$ cat src/sv/nested_scope_cycle_profiler_unit_assert.svh
// ----------------------------------------------------------------------------
// Assertion macros for the nested scope cycle profiler
// Shared concurrent assertion forms, clocked on i_clk and disabled in reset.
// ----------------------------------------------------------------------------
`ifndef NESTED_SCOPE_CYCLE_PROFILER_UNIT_ASSERT_SVH
`define NESTED_SCOPE_CYCLE_PROFILER_UNIT_ASSERT_SVH

// Same-cycle implication.
`define NSCP_ASSERT(lbl, ante, cons, msg) \
    lbl: assert property (@(posedge i_clk) disable iff (!i_rst_n) (ante) |-> (cons)) \
        else $error(msg);

// Next-cycle implication.
`define NSCP_ASSERT_NEXT(lbl, ante, cons, msg) \
    lbl: assert property (@(posedge i_clk) disable iff (!i_rst_n) (ante) |=> (cons)) \
        else $error(msg);

`endif

$ cat src/sv/nscp_pkg.sv
// ----------------------------------------------------------------------------
// nscp_pkg
// Types, sizes and codes shared by the scope profiler modules.
// ----------------------------------------------------------------------------
`timescale 1ns / 1ps

package nscp_pkg;

    localparam int NUM_SLOTS   = 128;
    localparam int STACK_DEPTH = 32;
    localparam int QUEUE_DEPTH = 2;

    localparam int SLOT_W  = $clog2(NUM_SLOTS);
    localparam int FRAME_W = $clog2(STACK_DEPTH);
    localparam int LEVEL_W = $clog2(STACK_DEPTH + 1);
    localparam int QPTR_W  = $clog2(QUEUE_DEPTH);
    localparam int QCNT_W  = $clog2(QUEUE_DEPTH + 1);
    localparam int DATA_W  = 64;
    localparam int BYTES_W = 32;
    localparam int CMD_W   = 3;
    localparam int RAWS_W  = 7;
    localparam int STAT_W  = 2;

    typedef logic [SLOT_W-1:0]  t_slot;
    typedef logic [FRAME_W-1:0] t_frame_idx;
    typedef logic [LEVEL_W-1:0] t_level;
    typedef logic [QPTR_W-1:0]  t_qptr;
    typedef logic [QCNT_W-1:0]  t_qcnt;
    typedef logic [DATA_W-1:0]  t_word;

    typedef enum logic [CMD_W-1:0] {
        CMD_ENTER = 3'd0,
        CMD_EXIT  = 3'd1,
        CMD_ADD   = 3'd2,
        CMD_READ  = 3'd3,
        CMD_CLEAR = 3'd4
    } t_cmd;

    typedef enum logic [STAT_W-1:0] {
        STAT_OK    = 2'd0,
        STAT_FULL  = 2'd1,
        STAT_EMPTY = 2'd2
    } t_status;

    typedef enum logic [2:0] {
        OP_NONE,
        OP_ENTER,
        OP_EXIT,
        OP_ADD,
        OP_READ,
        OP_CLEAR
    } t_kind;

    typedef enum logic [1:0] {
        ST_IDLE,
        ST_EXEC,
        ST_PREAD,
        ST_PEXEC
    } t_state;

    // One classified command as it travels from front to back.
    typedef struct packed {
        t_kind                kind;
        t_status              status;
        t_slot                slot;
        t_word                ts;
        logic [BYTES_W-1:0]   bytes;
        t_frame_idx           frame;
        logic                 has_parent;
    } t_op;

    typedef struct packed {
        t_word calls;
        t_word excl;
        t_word incl;
        t_word bytes;
    } t_row;

    // A frame keeps the slot of the frame below it, so a pop restores the top slot.
    typedef struct packed {
        t_slot parent;
        t_word start;
        t_word saved;
    } t_frame;

    localparam int ROW_W = $bits(t_row);
    localparam int FRM_W = $bits(t_frame);

endpackage

$ cat src/sv/nscp_queue.sv
// ----------------------------------------------------------------------------
// nscp_queue
// Short FIFO of classified commands between front and back.
// ----------------------------------------------------------------------------
`timescale 1ns / 1ps

`include "nested_scope_cycle_profiler_unit_assert.svh"

module nscp_queue (
    input  logic          i_clk,
    input  logic          i_rst_n,
    input  logic          i_push,
    input  nscp_pkg::t_op i_op,
    input  logic          i_pop,
    output nscp_pkg::t_op o_head,
    output logic          o_empty,
    output logic          o_full
);

    nscp_pkg::t_op   r_mem [nscp_pkg::QUEUE_DEPTH];
    nscp_pkg::t_qptr r_wr;
    nscp_pkg::t_qptr r_rd;
    nscp_pkg::t_qcnt r_count;

    function automatic nscp_pkg::t_qptr ptr_next(input nscp_pkg::t_qptr p);
        ptr_next = (p == nscp_pkg::t_qptr'(nscp_pkg::QUEUE_DEPTH - 1)) ? '0 : p + 1'b1;
    endfunction

    always_ff @(posedge i_clk) begin
        if (!i_rst_n) begin
            r_wr    <= '0;
            r_rd    <= '0;
            r_count <= '0;
        end else begin
            if (i_push) begin
                r_wr <= ptr_next(r_wr);
            end
            if (i_pop) begin
                r_rd <= ptr_next(r_rd);
            end
            priority if (i_push && !i_pop) begin
                r_count <= r_count + 1'b1;
            end else if (i_pop && !i_push) begin
                r_count <= r_count - 1'b1;
            end
        end
    end

    always_ff @(posedge i_clk) begin
        if (i_push) begin
            r_mem[r_wr] <= i_op;
        end
    end

    assign o_head  = r_mem[r_rd];
    assign o_empty = (r_count == '0);
    assign o_full  = (r_count == nscp_pkg::t_qcnt'(nscp_pkg::QUEUE_DEPTH));

    `NSCP_ASSERT(a_no_push_full, i_push, !o_full, "transfer pushed into a full queue")
    `NSCP_ASSERT(a_no_pop_empty, i_pop, !o_empty, "pop from an empty queue")

endmodule

$ cat config.mk
export PLATFORM = sky130hd
export DESIGN_NAME = nscp_queue
export DESIGN_NICKNAME = d
export VERILOG_FILES = /design/src/sv/nscp_pkg.sv /design/src/sv/nscp_queue.sv
export VERILOG_INCLUDE_DIRS = /design/src /design/src/sv
export SDC_FILE = /design/constraint.sdc
export NUM_CORES = 1
export LEC_CHECK = 0
export BUFFER_PORTS_ARGS = -buffer_cell sky130_fd_sc_hd__buf_2
export CAP_MARGIN = 20
export CORE_ASPECT_RATIO = 0.7
export CORE_MARGIN = 5
export CORE_UTILIZATION = 52
export DETAILED_ROUTE_END_ITERATION = 10
export PLACE_DENSITY = 0.9
export SLEW_MARGIN = 20
export SYNTH_ARGS = -nofsm -noshare
export SYNTH_HDL_FRONTEND = slang
export SYNTH_SLANG_ARGS = --single-unit
$ cat constraint.sdc
create_clock -name i_clk -period 10.2 [get_ports i_clk]
set_input_delay 3.06 -clock i_clk [delete_from_list [all_inputs] [get_ports i_clk]]
set_output_delay 3.06 -clock i_clk [all_outputs]
set_load 0.03 [all_outputs]
==> run_results.csv <==
group,metric,value,unit
clock_tree,clk_pin_slew,0.06,ns
timing,finalSetupTns,0,ns
worst_setup_path,cp_num_buf_inv,3,
timing,post-route-min-period,5.86,ns
power_and_ir_drop,clock_power_share,0.344,
floorplan,die_w,165,microns
layout,regArea,6950,sq um
layout,nNetsFinal,745,
worst_setup_path,r2r_cells,2,
layout,multiInputGateArea,1630,sq um
floorplan,start_util,0.532,
worst_setup_path,cp_max_fo,46,
timing,finalSetupViolCount,0,
synth,syn-cell-area,8690,sq um
floorplan,pin_count,234,
placed_design,place_ws,4.69,ns
timing,slew_headroom,0.330,
clock_tree,clock_sinks,233,
timing,rsz0062_at_grt,"no",
synth,synth_area_per_cell,23.1,sq um
detailed_routing,drt_drc_violations_left,0,
clock_tree,cts-root-buf,"clkbuf_16",
synth,ys_types,18,
worst_setup_path,rrSetupSlack,7.95,ns
detailed_routing,wl_per_cell,19.0,microns
clock_tree,cts_setup_buffers,0,
clock_tree,worstSkewPairLatency,0.49,ns
detailed_routing,dr.pass1.iters,4,
run,max-cap-violations,0,
min_path,min-delay-start,"r_count[1]",
timing,finClkSkew,0.0110,ns
power_and_ir_drop,p_seq_frac,0.519,
worst_setup_path,worst_path_largest_cell_delay,0.78,ns
detailed_routing,vias_per_cell,4.99,
timing,hold_viol,0,
worst_setup_path,startpoint_type,"flop",
power_and_ir_drop,power,2.18,mW
power_and_ir_drop,p_leak,4.17,nW
timing,min_period_over_period,0.575,
worst_setup_path,crit_path_top_delay_cell,"dfxtp_4",
timing,setup_ws,4.34,ns
worst_setup_path,worstPathRequired,7.14,ns
layout,num_antenna_cells,0,
layout,postLayoutCellArea,10800,sq um
floorplan,rows,39,
floorplan,dieArea,19400,sq um
power_and_ir_drop,irDropWorstVdd,140,uV
worst_setup_path,critical_path_class,"reg -> out",
global_route,grt_pass1_vias,4571,
global_route,gr-total-overflow,0,
power_and_ir_drop,power_density,202,nW/um^2
placed_design,port-buffer-count,233,
global_route,antenna_found_initial,0,
status,outcome,"complete, no violations",
global_route,grt_max_degree,75,
placed_design,place_congestion,0.818,
min_path,hold_path_class,"reg -> reg",
detailed_routing,totalWireLength,16.4,mm
layout,fillCellCount,1081,
clock_tree,hold_buffers,0,
clock_tree,postCtsResizedCells,0,
power_and_ir_drop,power.switching,0.519,mW
power_and_ir_drop,p_int,1.66,mW
synth,yosysWarnings,0,
placed_design,dpl_cell_area,10100,sq um
timing,worstMarginPinSlew,1.00,ns
global_route,grt_pass1_wl,24.2,mm
layout,drive_above_1_share,0.603,
floorplan,die_y,118,microns
min_path,whs_endpoint,"r_count[1]",
power_and_ir_drop,p_comb_frac,0.137,
synth,synth-seq-cells,233,
clock_tree,cts_tree,"built",
placed_design,hpwl,11.1,mm
worst_setup_path,crit_family,"buffers and inverters",
worst_setup_path,worstSetupEndpointType,"primary output",
synth,ys_seq_area_frac,0.799,
timing,hold_slack,0.510,ns
layout,area_growth,23.7,%
detailed_routing,drtAntennaViolNets,0,
synth,netlist_instances,377,
timing,slew_viol_final,0,
floorplan,core_area,16300,sq um
min_path,holdPathStages,2,
clock_tree,htree_levels,1,
clock_tree,cts_buffers,22,
worst_setup_path,arrival,2.80,ns
power_and_ir_drop,swShare,0.238,
detailed_routing,vias,4300,
worst_setup_path,cp_cell_sequence,"buf_4 > buf_16 > mux2_2 > buf_2",
clock_tree,clock_path_buffers,3,
detailed_routing,drt_iter0_markers,277,
synth,synth_fp_nets,496,
worst_setup_path,crit-reg2reg-launch,"r_wr",
global_route,grt_usage,0.158,
timing,clock.fmax,171,MHz
worst_setup_path,timing.rr.end,"r_mem[1][85]",
## stage by stage
step	util	instances
2_1_floorplan	-	377
3_3_place_gp	0.616	826
3_5_place_dp	0.616	826
4_1_cts	0.656	861
5_1_grt	0.658	862
6_report	0.658	862
## worst register-to-register path: cells and delay by family (launching register included)
| family | cells | cell delay [ns] |
|---|---|---|
| AND/OR/NAND/NOR | 1 | 0.52 |
| flip-flops | 1 | 0.39 |
| buffers and inverters | 1 | 0.83 |
## routing by layer
| layer | share of wire | vias to the layer above | track usage |
|---|---|---|---|
| li1 | - | 1985 | - |
| met1 | 0.41 | 2067 | 0.211 |
| met2 | 0.47 | 222 | 0.256 |
| met3 | 0.10 | 26 | 0.0525 |
| met4 | 0.017 | 0 | 0.0348 |
| met5 | 0 | - | 0 |
## layout make-up
type	instances	share of cell area
tap	225	0.0262
inverter	1	0.000349
multi-input combinational	130	0.152
clock inverter	9	0.00687
sequential	233	0.646
timing repair buffer	238	0.114
clock buffer	26	0.0546
## state kept, by name (all words and copies together), names as in the netlist, named ones only
name / count
r_mem: 228
r_rd: 1
r_count: 2
r_wr: 1
## cell usage in the layout (no fill, tap or decap), types with 3 or more instances in the layout
cell	Yosys	routed
clkinv_2	0	3
clkbuf_1	0	3
clkinv_1	0	3
buf_2	5	233
dfxtp_1	5	4
buf_4	0	4
clkbuf_16	0	23
mux2_2	54	54
and2_1	4	3
mux2_4	60	60
edfxtp_1	228	228
## power by group through the flow
stage               sequential, mW  clock, mW  combinational (mW)
detailed placement            1.15          0               0.298
finish                        1.13      0.748               0.298
floorplan                     1.14          0               0.219
global route                  1.13      0.810               0.314
CTS                           1.13      0.766               0.300
global placement              1.14          0               0.292
## kinds of logic after synthesis
group                    after synthesis  share of synthesized area
XOR/XNOR                               3                    0.00302
multiplexers                         114                      0.174
adder cells (fa/ha/maj)                1                    0.00144
flip-flops                           233                      0.799
buffers and inverters                 14                     0.0141
AO/OA/AOI/OAI                          3                    0.00230
AND/OR/NAND/NOR                        9                    0.00619
## cells in the mapped netlist
master / n / area (sq um)
edfxtp_1: 228 / 6850
mux2_4: 60 / 901
mux2_2: 54 / 608
buf_6: 7 / 78.8
buf_2: 5 / 25.0
dfxtp_1: 5 / 100
and2_1: 4 / 25.0
nor2b_1: 3 / 18.8
xor2_1: 2 / 17.5
a21boi_1: 1 / 7.51
buf_8: 1 / 15.0
ha_1: 1 / 12.5
inv_1: 1 / 3.75
nor2_1: 1 / 3.75
o21a_1: 1 / 7.51
o21ai_0: 1 / 5.00
or3_1: 1 / 6.26
xnor2_1: 1 / 8.76
## how the worst max path moves through the flow
stage | end | slack, ns | depth (start not counted)
floorplan | r_mem[0][0] | 1.56 | 1
detailed placement | o_head[13] | 4.69 | 3
CTS | o_head[30] | 4.16 | 3
finish | o_head[13] | 4.34 | 4
global placement | o_head[13] | 4.70 | 3
global route | o_head[30] | 4.17 | 4
(Power assumes the default switching activity.)
