## config.mk

```make
export PLATFORM = sky130hd
export DESIGN_NAME = nscp_front
export DESIGN_NICKNAME = d
export VERILOG_FILES = /design/src/sv/nested_scope_cycle_profiler_unit_assert.svh /design/src/sv/nscp_pkg.sv /design/src/sv/nscp_front.sv
export SDC_FILE = /design/constraint.sdc
export NUM_CORES = 1
export LEC_CHECK = 0
export BUFFER_PORTS_ARGS = -buffer_cell sky130_fd_sc_hd__buf_2
export CORE_AREA = 4 4 85 87
export DETAILED_ROUTE_END_ITERATION = 8
export DIE_AREA = 0 0 89 91
export GPL_TIMING_DRIVEN = 0
export PLACE_DENSITY = 0.73
export SYNTH_ARGS = -nofsm -noshare
export SYNTH_HDL_FRONTEND = slang
export SYNTH_SLANG_ARGS = --single-unit
export TNS_END_PERCENT = 5
```

## constraint.sdc

```tcl
create_clock -name i_clk -period 4.09 [get_ports i_clk]
set_clock_uncertainty 0.1 [all_clocks]
set_input_delay 1.227 -clock i_clk [delete_from_list [all_inputs] [get_ports i_clk]]
set_output_delay 1.227 -clock i_clk [all_outputs]
set_load 0.02 [all_outputs]
```

## src/sv/nested_scope_cycle_profiler_unit_assert.svh

```systemverilog
// ----------------------------------------------------------------------------
// Assertion macros for the nested scope cycle profiler
// Shared concurrent assertion forms, clocked on i_clk and disabled in reset.
// ----------------------------------------------------------------------------
`ifndef NESTED_SCOPE_CYCLE_PROFILER_UNIT_ASSERT_SVH
`define NESTED_SCOPE_CYCLE_PROFILER_UNIT_ASSERT_SVH

// Same-cycle implication.
`define NSCP_ASSERT(lbl, ante, cons, msg) \
    lbl: assert property (@(posedge i_clk) disable iff (!i_rst_n) (ante) |-> (cons)) \
        else $error(msg);

// Next-cycle implication.
`define NSCP_ASSERT_NEXT(lbl, ante, cons, msg) \
    lbl: assert property (@(posedge i_clk) disable iff (!i_rst_n) (ante) |=> (cons)) \
        else $error(msg);

`endif

```

## src/sv/nscp_pkg.sv

```systemverilog
// ----------------------------------------------------------------------------
// nscp_pkg
// Types, sizes and codes shared by the scope profiler modules.
// ----------------------------------------------------------------------------
`timescale 1ns / 1ps

package nscp_pkg;

    localparam int NUM_SLOTS   = 128;
    localparam int STACK_DEPTH = 32;
    localparam int QUEUE_DEPTH = 2;

    localparam int SLOT_W  = $clog2(NUM_SLOTS);
    localparam int FRAME_W = $clog2(STACK_DEPTH);
    localparam int LEVEL_W = $clog2(STACK_DEPTH + 1);
    localparam int QPTR_W  = $clog2(QUEUE_DEPTH);
    localparam int QCNT_W  = $clog2(QUEUE_DEPTH + 1);
    localparam int DATA_W  = 64;
    localparam int BYTES_W = 32;
    localparam int CMD_W   = 3;
    localparam int RAWS_W  = 7;
    localparam int STAT_W  = 2;

    typedef logic [SLOT_W-1:0]  t_slot;
    typedef logic [FRAME_W-1:0] t_frame_idx;
    typedef logic [LEVEL_W-1:0] t_level;
    typedef logic [QPTR_W-1:0]  t_qptr;
    typedef logic [QCNT_W-1:0]  t_qcnt;
    typedef logic [DATA_W-1:0]  t_word;

    typedef enum logic [CMD_W-1:0] {
        CMD_ENTER = 3'd0,
        CMD_EXIT  = 3'd1,
        CMD_ADD   = 3'd2,
        CMD_READ  = 3'd3,
        CMD_CLEAR = 3'd4
    } t_cmd;

    typedef enum logic [STAT_W-1:0] {
        STAT_OK    = 2'd0,
        STAT_FULL  = 2'd1,
        STAT_EMPTY = 2'd2
    } t_status;

    typedef enum logic [2:0] {
        OP_NONE,
        OP_ENTER,
        OP_EXIT,
        OP_ADD,
        OP_READ,
        OP_CLEAR
    } t_kind;

    typedef enum logic [1:0] {
        ST_IDLE,
        ST_EXEC,
        ST_PREAD,
        ST_PEXEC
    } t_state;

    // One classified command as it travels from front to back.
    typedef struct packed {
        t_kind                kind;
        t_status              status;
        t_slot                slot;
        t_word                ts;
        logic [BYTES_W-1:0]   bytes;
        t_frame_idx           frame;
        logic                 has_parent;
    } t_op;

    typedef struct packed {
        t_word calls;
        t_word excl;
        t_word incl;
        t_word bytes;
    } t_row;

    // A frame keeps the slot of the frame below it, so a pop restores the top slot.
    typedef struct packed {
        t_slot parent;
        t_word start;
        t_word saved;
    } t_frame;

    localparam int ROW_W = $bits(t_row);
    localparam int FRM_W = $bits(t_frame);

endpackage

```

## src/sv/nscp_front.sv

```systemverilog
// ----------------------------------------------------------------------------
// nscp_front
// Command intake: tracks stack depth, resolves status and frame index.
// ----------------------------------------------------------------------------
`timescale 1ns / 1ps

module nscp_front (
    input  logic                               i_clk,
    input  logic                               i_rst_n,
    input  logic                               start,
    input  logic                               i_full,
    input  logic [nscp_pkg::CMD_W-1:0]         i_command,
    input  logic [nscp_pkg::RAWS_W-1:0]        i_slot,
    input  logic [nscp_pkg::DATA_W-1:0]        i_timestamp,
    input  logic [nscp_pkg::BYTES_W-1:0]       i_byte_count,
    output logic                               o_push,
    output nscp_pkg::t_op                      o_op
);

    nscp_pkg::t_level r_level;
    nscp_pkg::t_level n_level;
    logic             accept;

    assign accept = start && !i_full;

    always_comb begin
        n_level         = r_level;
        o_op.kind       = nscp_pkg::OP_NONE;
        o_op.status     = nscp_pkg::STAT_OK;
        o_op.slot       = i_slot[nscp_pkg::SLOT_W-1:0];
        o_op.ts         = i_timestamp;
        o_op.bytes      = i_byte_count;
        o_op.frame      = r_level[nscp_pkg::FRAME_W-1:0];
        o_op.has_parent = 1'b0;
        unique case (nscp_pkg::t_cmd'(i_command))
            nscp_pkg::CMD_ENTER: begin
                if (r_level == nscp_pkg::t_level'(nscp_pkg::STACK_DEPTH)) begin
                    o_op.status = nscp_pkg::STAT_FULL;
                end else begin
                    o_op.kind = nscp_pkg::OP_ENTER;
                    n_level   = r_level + 1'b1;
                end
            end
            nscp_pkg::CMD_EXIT: begin
                if (r_level == '0) begin
                    o_op.status = nscp_pkg::STAT_EMPTY;
                end else begin
                    o_op.kind       = nscp_pkg::OP_EXIT;
                    o_op.frame      = nscp_pkg::t_frame_idx'(r_level - 1'b1);
                    o_op.has_parent = (r_level > nscp_pkg::t_level'(1));
                    n_level         = r_level - 1'b1;
                end
            end
            nscp_pkg::CMD_ADD: begin
                if (r_level == '0) begin
                    o_op.status = nscp_pkg::STAT_EMPTY;
                end else begin
                    o_op.kind = nscp_pkg::OP_ADD;
                end
            end
            nscp_pkg::CMD_READ: begin
                o_op.kind = nscp_pkg::OP_READ;
            end
            nscp_pkg::CMD_CLEAR: begin
                o_op.kind = nscp_pkg::OP_CLEAR;
            end
            default: begin
                o_op.kind = nscp_pkg::OP_NONE;
            end
        endcase
    end

    always_ff @(posedge i_clk) begin
        if (!i_rst_n) begin
            r_level <= '0;
        end else if (accept) begin
            r_level <= n_level;
        end
    end

    assign o_push = accept;

endmodule

```

==> results of run 1 <==
area by class of cell:
type,count,share of cell area
buffer,112,0.376
tap,77,0.0425
sequential,6,0.0530
timing repair buffer,117,0.258
clock buffer,3,0.0182
inverter,2,0.00331
multi-input combinational,78,0.249
stage by stage:
| step | hold slack, ns | instances | area, µm² | setup slack (ns) | power [W] |
|---|---|---|---|---|---|
| after floorplan | 0.456 | 198 | 1540 | 0.238 | 0.000314 |
| after global placement | 0.471 | 392 | 2230 | 0.234 | 0.000390 |
| after detailed placement | 0.488 | 392 | 2230 | 0.227 | 0.000395 |
| after CTS | 0.494 | 395 | 2270 | 0.216 | 0.000486 |
| after global routing | 0.547 | 395 | 2270 | 0.00930 | 0.000513 |
| final | 0.490 | 395 | 2270 | 0.190 | 0.000482 |
worst min path at each step:
stage	startpoint	endpoint	slack, ns	depth (start not counted)
after floorplan	r_level[4]	r_level[4]	0.46	3
after global placement	r_level[4]	r_level[4]	0.47	3
after detailed placement	r_level[4]	r_level[4]	0.49	3
after CTS	r_level[4]	r_level[4]	0.49	3
after global routing	r_level[4]	r_level[4]	0.55	3
final	r_level[4]	r_level[4]	0.49	3
critical path, cell delays in order:
cell and delay [ns]:
clkbuf_2 0.14, nor3b_2 0.54, nand2_1 0.21, nor3_1 0.17, a21o_1 0.11, buf_2 0.16
layer usage:
layer | up-vias | global-route usage | share of wire
li1 | 790 | - | -
met1 | 716 | 0.0844 | 0.28
met2 | 121 | 0.199 | 0.56
met3 | 6 | 0.0217 | 0.15
met4 | 0 | 0.0236 | 0.010
met5 | - | 0 | 0
power by group:
part,switching (W),internal (W)
logic,0.000178,0.000144
clock network,0.0000264,0.0000633
registers,0.00000567,0.0000652
logic make-up after synthesis:
family,after synthesis
and+or+nand+nor,46
buffers and inverters,114
AOI/OAI and AO/OA,19
xor gates and xnor gates,5
DFF,6
adders and majority gates,3
muxes,5
layout by cell type (no fill, tap or decap), types with 3 or more instances in the layout:
| cell | instances |
|---|---|
| ha_1 | 3 |
| buf_4 | 105 |
| nand3_1 | 4 |
| nor2_1 | 7 |
| nor3_1 | 4 |
| buf_2 | 117 |
| dfxtp_1 | 6 |
| clkbuf_8 | 5 |
| o21ai_0 | 3 |
| xnor2_1 | 3 |
| mux2i_1 | 3 |
| nand2_1 | 11 |
==> metrics.cfg, run 1 <==
[yosys]
synth_compound_area_frac = 0.0997
yosysUniqueCellTypes = 46
yosys_warnings = 0
synth_top_family_by_area = buffers and inverters
syn-cell-area_mm2 = 0.00154
synth_xor_area_frac = 0.0284
yosys.area.top_type = buf_4
netlist.area_leader.share = 0.511
synthAdderAreaFrac = 0.0243
synthSimpleGateAreaFrac = 0.179
synth.top_cells.by_count = buf_4 (105), nand2_1 (11), nor2_1 (7), dfxtp_1 (6)
yosys-top-cells-area = buf_4 (51%), dfxtp_1 (7.8%), nand2_1 (2.7%), ha_1 (2.4%), mux2i_1 (1.9%)
ys_seq_area_frac = 0.0778
synthFlopType = dfxtp_1
post-synth-top-count-cell = buf_4
syn_inst = 198
async_reset_ff_frac = 0
synth.area.mux_share = 0.0340
synth_edf_count = 0
avgSynthCellArea_um2 = 7.80
syn_nets = 311
synth-seq-cells = 6

[cells_and_area]
fin_util = 0.357
largest_reg_flops = 6
syn_to_final_growth_pct = 46.8
diodes = 0
top_regs = r_level (6)
fillCellCount = 662
drive_gt1_frac = 0.761
multi_input_area_um2 = 564
ff_latch_area_um2 = 120
fin_nets = 433
regMostFlops = r_level

[global_routing]
grt_overflow_total = 0
track_usage = 0.0941
grt_max_degree = 11
grt_pass1_wl_mm = 6.39
grt_pass1_vias = 1529
antenna_found_initial = 0

[clock_network]
cts_tree = yes
cts-resized-gates = 0
clk_latency_ns = 0.23
htree_levels = 1
cts.sink_count = 6
cts_made_buffers = 3
clockBufferDepth = 2
postCtsSetupRepairBufs = 0
clkTransAtPathRegs_ns = 0.03
clockRootBuffer = clkbuf_8
cts_hold_buf = 0

[die]
die_y_um = 91
die_w_um = 89
pin_count = 225
num_rows = 29
start_util = 0.243
dieArea_mm2 = 0.00810
core_area_mm2 = 0.00635

[timing]
hold_viol = 0
worstMarginPinSlew_ns = 0.624
period_minus_slack_ns = 3.90
max_slew_margin = 0.582
maxSlewViolCount = 0
rsz0062_at_grt = false
setup_violations = 0
fmax_mhz = 256
tns_ns = 0
finalCritPeriodShare = 0.953

[setup_path]
required_ns = 2.76
reg2reg_slack_ns = 1.99
reg2reg_from = r_level[0]
cp-startpoint = i_command[2]
reg2reg_depth = 6
cp-end-kind = output pin
crit_fanout = 9
critPathKind = in -> out
cp-start-kind = input pin
endpoint = o_op[3]
critPathArrivalTime_ns = 2.57
rr_endpoint = r_level[5]

[routing]
drt_wl_total_mm = 4.50
vias = 1633
drt_iter0_drc = 66
post-route-drc-count = 0
ant_nets = 0
wl_per_cell_um = 11.4
drt_first_pass_iters = 4
viasPerCell = 4.13

[placed_design]
gp_congestion = 0.708
portBuffers = 117
dp_hpwl_mm = 3.99

[power_and_ir_drop]
powerDensity_mw_per_mm2 = 212
p_leak_nw = 1.32
ir_drop_mv = 0.0718

[run_status]
run_status = completed

[min_path]
min-delay-path-class = reg -> reg

[run]
max_cap_viol_count = 0

(Power assumes the default switching activity.)
==> inputs of run 2 (changes only) <==
Settings changed: ABC_AREA set to 1, PLACE_DENSITY 0.73 to 0.72.
==> run 2 against run 1 <==
  * Combinational power is 22% lower
  * Via count down 0.55%
  * Sequential share of layout area is essentially flat
  * Cell count grew 5.8%
  * Die area did not move
  * Setup slack improved by 0.26 ns
  * Critical endpoint unchanged
  * First-iteration DRC count decreased by 35%
  * Utilization shrank 0.12 points
==> metrics.cfg, run 2 <==
[clock_network]
cts_tree = yes
clockRootBuffer = clkbuf_8
cts-resized-gates = 0  ; unchanged
cts_hold_buf = 0  ; unchanged
clk_latency_ns = 0.22  ; about the same
postCtsSetupRepairBufs = 0  ; unchanged
clockBufferDepth = 2  ; unchanged
clkTransAtPathRegs_ns = 0.03  ; about the same
htree_levels = 1  ; unchanged
cts_made_buffers = 3  ; unchanged
cts.sink_count = 6  ; unchanged

[setup_path]
reg2reg_depth = 9  ; +3
required_ns = 2.76  ; about the same
critPathArrivalTime_ns = 2.31  ; -0.26 ns
reg2reg_from = r_level[0]
rr_endpoint = r_level[5]
crit_fanout = 10  ; +1
cp-start-kind = input pin
cp-end-kind = output pin
reg2reg_slack_ns = 2.30  ; +0.31 ns
critPathKind = in -> out

[yosys]
async_reset_ff_frac = 0  ; unchanged
avgSynthCellArea_um2 = 6.99  ; -10%
yosysUniqueCellTypes = 27  ; -41%
synth_edf_count = 0  ; unchanged
yosys-top-cells-area = buf_4 (51%), dfxtp_1 (7.9%), nand2_1 (5.4%), nor2_1 (4.0%), nand3_4 (3.5%)
syn_nets = 330  ; +6.1%
yosys_warnings = 0  ; unchanged
syn_inst = 217  ; +9.6%
synthFlopType = dfxtp_1
post-synth-top-count-cell = buf_4
ys_seq_area_frac = 0.0792  ; +0.00141
synth.top_cells.by_count = buf_4 (103), nand2_1 (22), nor2_1 (16), inv_1 (13), o21ai_0 (8)
syn-cell-area_mm2 = 0.00152  ; -1.8%
yosys.area.top_type = buf_4
netlist.area_leader.share = 0.510  ; -0.000634
synth-seq-cells = 6  ; unchanged

[cells_and_area]
largest_reg_flops = 6  ; unchanged
drive_gt1_frac = 0.727  ; -0.0337
fin_nets = 456  ; +5.3%
fin_util = 0.356  ; -0.00118
fillCellCount = 673  ; +1.7%
layout_common_cells = buf_2 (121), buf_4 (103), nand2_1 (22)
top_regs = r_level (6)
fin_cells = 418  ; +5.8%
regMostFlops = r_level
ff_latch_area_um2 = 120  ; unchanged
diodes = 0  ; unchanged
multi_input_area_um2 = 524  ; -7.1%
syn_to_final_growth_pct = 49.0
final_common_cell = buf_2

[run_status]
run_status = completed

[routing]
vias = 1624  ; -0.55%
post-route-drc-count = 0  ; unchanged
drt_first_pass_iters = 4  ; unchanged
wl_per_cell_um = 10.7  ; -6.3%
drt_wl_total_mm = 4.46  ; -0.89%
drt_iter0_drc = 43  ; -35%
viasPerCell = 3.89  ; -6.0%
ant_nets = 0  ; unchanged

[power_and_ir_drop]
p_leak_nw = 1.36  ; +2.8%
powerDensity_mw_per_mm2 = 175  ; -17%
ir_drop_mv = 0.0742  ; +3.3%

[placed_design]
gp_congestion = 0.814  ; +15%
portBuffers = 121  ; +3.4%
post-place-cells = 415  ; +5.9%
dp_hpwl_mm = 4.06  ; +1.9%

[timing]
tns_ns = 0  ; unchanged
finalCritPeriodShare = 0.890  ; -0.0633
period_minus_slack_ns = 3.64  ; -0.259 ns
worstMarginPinSlew_ns = 0.268  ; -0.356 ns
maxSlewViolCount = 0  ; unchanged
hold_viol = 0  ; unchanged
fmax_mhz = 275  ; +7.1%
rsz0062_at_grt = false
max_slew_margin = 0.821  ; +0.239
setup_violations = 0  ; unchanged

[die]
num_rows = 29  ; unchanged
dieArea_mm2 = 0.00810  ; unchanged
core_area_mm2 = 0.00635  ; unchanged
die_w_um = 89  ; unchanged
start_util = 0.239  ; -0.00434
die_y_um = 91  ; unchanged
pin_count = 225  ; unchanged

[run]
max_cap_viol_count = 0  ; unchanged

[min_path]
hp-start = r_level[5]
holdPathStages = 2  ; -1
min-delay-path-class = reg -> reg
min_to = r_level[5]

[global_routing]
grt_max_degree = 11  ; unchanged
track_usage = 0.0974  ; +0.00337
grt_pass1_wl_mm = 6.62  ; +3.6%
grt_overflow_total = 0  ; unchanged
grt_pass1_vias = 1504  ; -1.6%
antenna_found_initial = 0  ; unchanged

-- run 2: cell count changes after synthesis, moves of 4 or more --
cell	change
nand2_1	+11
nor3_1	-4
inv_1	+11
o21ai_0	+5
nor2_1	+9
-- run 2: worst max path at each step --
stage / startpoint / to / slack (ns) / cells past startpoint
global placement: i_command[2] / o_op[3] / 0.49 / 8
finish: i_command[2] / o_op[3] / 0.45 / 8
global route: i_command[2] / o_op[3] / 0.39 / 8
detailed placement: i_command[2] / o_op[3] / 0.46 / 8
CTS: i_command[2] / o_op[3] / 0.45 / 8
floorplan: i_command[2] / o_op[5] / 0.70 / 5
-- run 2: routing by layer --
layer,GRT usage,part of all wire,vias to the layer above,wire length [µm]
met2,0.195,0.54,126,2430
met1,0.0967,0.29,675,1300
met4,0.0261,0.0081,0,36
met5,0,0,-,0
met3,0.0217,0.16,4,697
li1,-,-,819,-
-- run 2: cells by family (layout without fill, tap and decap cells) --
kind of cell	count (synthesis)	in the layout	share of synthesized area
buf+inv	123	247	0.575
xor+xnor	6	6	0.0347
simple gates	61	61	0.222
compound gates	18	18	0.0644
fa+ha+maj	3	3	0.0248
flops	6	6	0.0792
-- run 2: critical path, stage by stage --
cell and delay (ns):
buf_2 0.12, inv_2 0.10, nand3_4 0.12, clkinv_2 0.09, buf_6 0.14, o21ai_0 0.12
o22ai_1 0.19, buf_2 0.21
-- run 2: power breakdown --
part            total, W  leakage (nW)  switching (W)  internal, W
clock network  0.0000847        0.0216      0.0000218    0.0000629
registers      0.0000619        0.0485     0.00000174    0.0000601
logic           0.000250          1.29       0.000134     0.000116
total           0.000396          1.36       0.000157     0.000239
-- run 2: final cells by class --
class / instances / area share
inverters: 17 / 0.0288
flip-flops and latches: 6 / 0.0532
plain buffers: 106 / 0.357
clock buffers: 3 / 0.0183
well taps: 77 / 0.0426
repair buffers: 121 / 0.268
multi-input cells: 88 / 0.232
-- run 2: per-stage QoR --
stage               cell area (µm²)  power (W)  hold WS (ns)  worst slack [ns]
CTS                            2260   0.000403         0.432             0.452
detailed placement             2220   0.000315         0.426             0.457
global route                   2260   0.000426         0.471             0.386
global placement               2220   0.000313         0.421             0.490
finish                         2260   0.000396         0.431             0.449
floorplan                      1520   0.000250         0.387             0.702
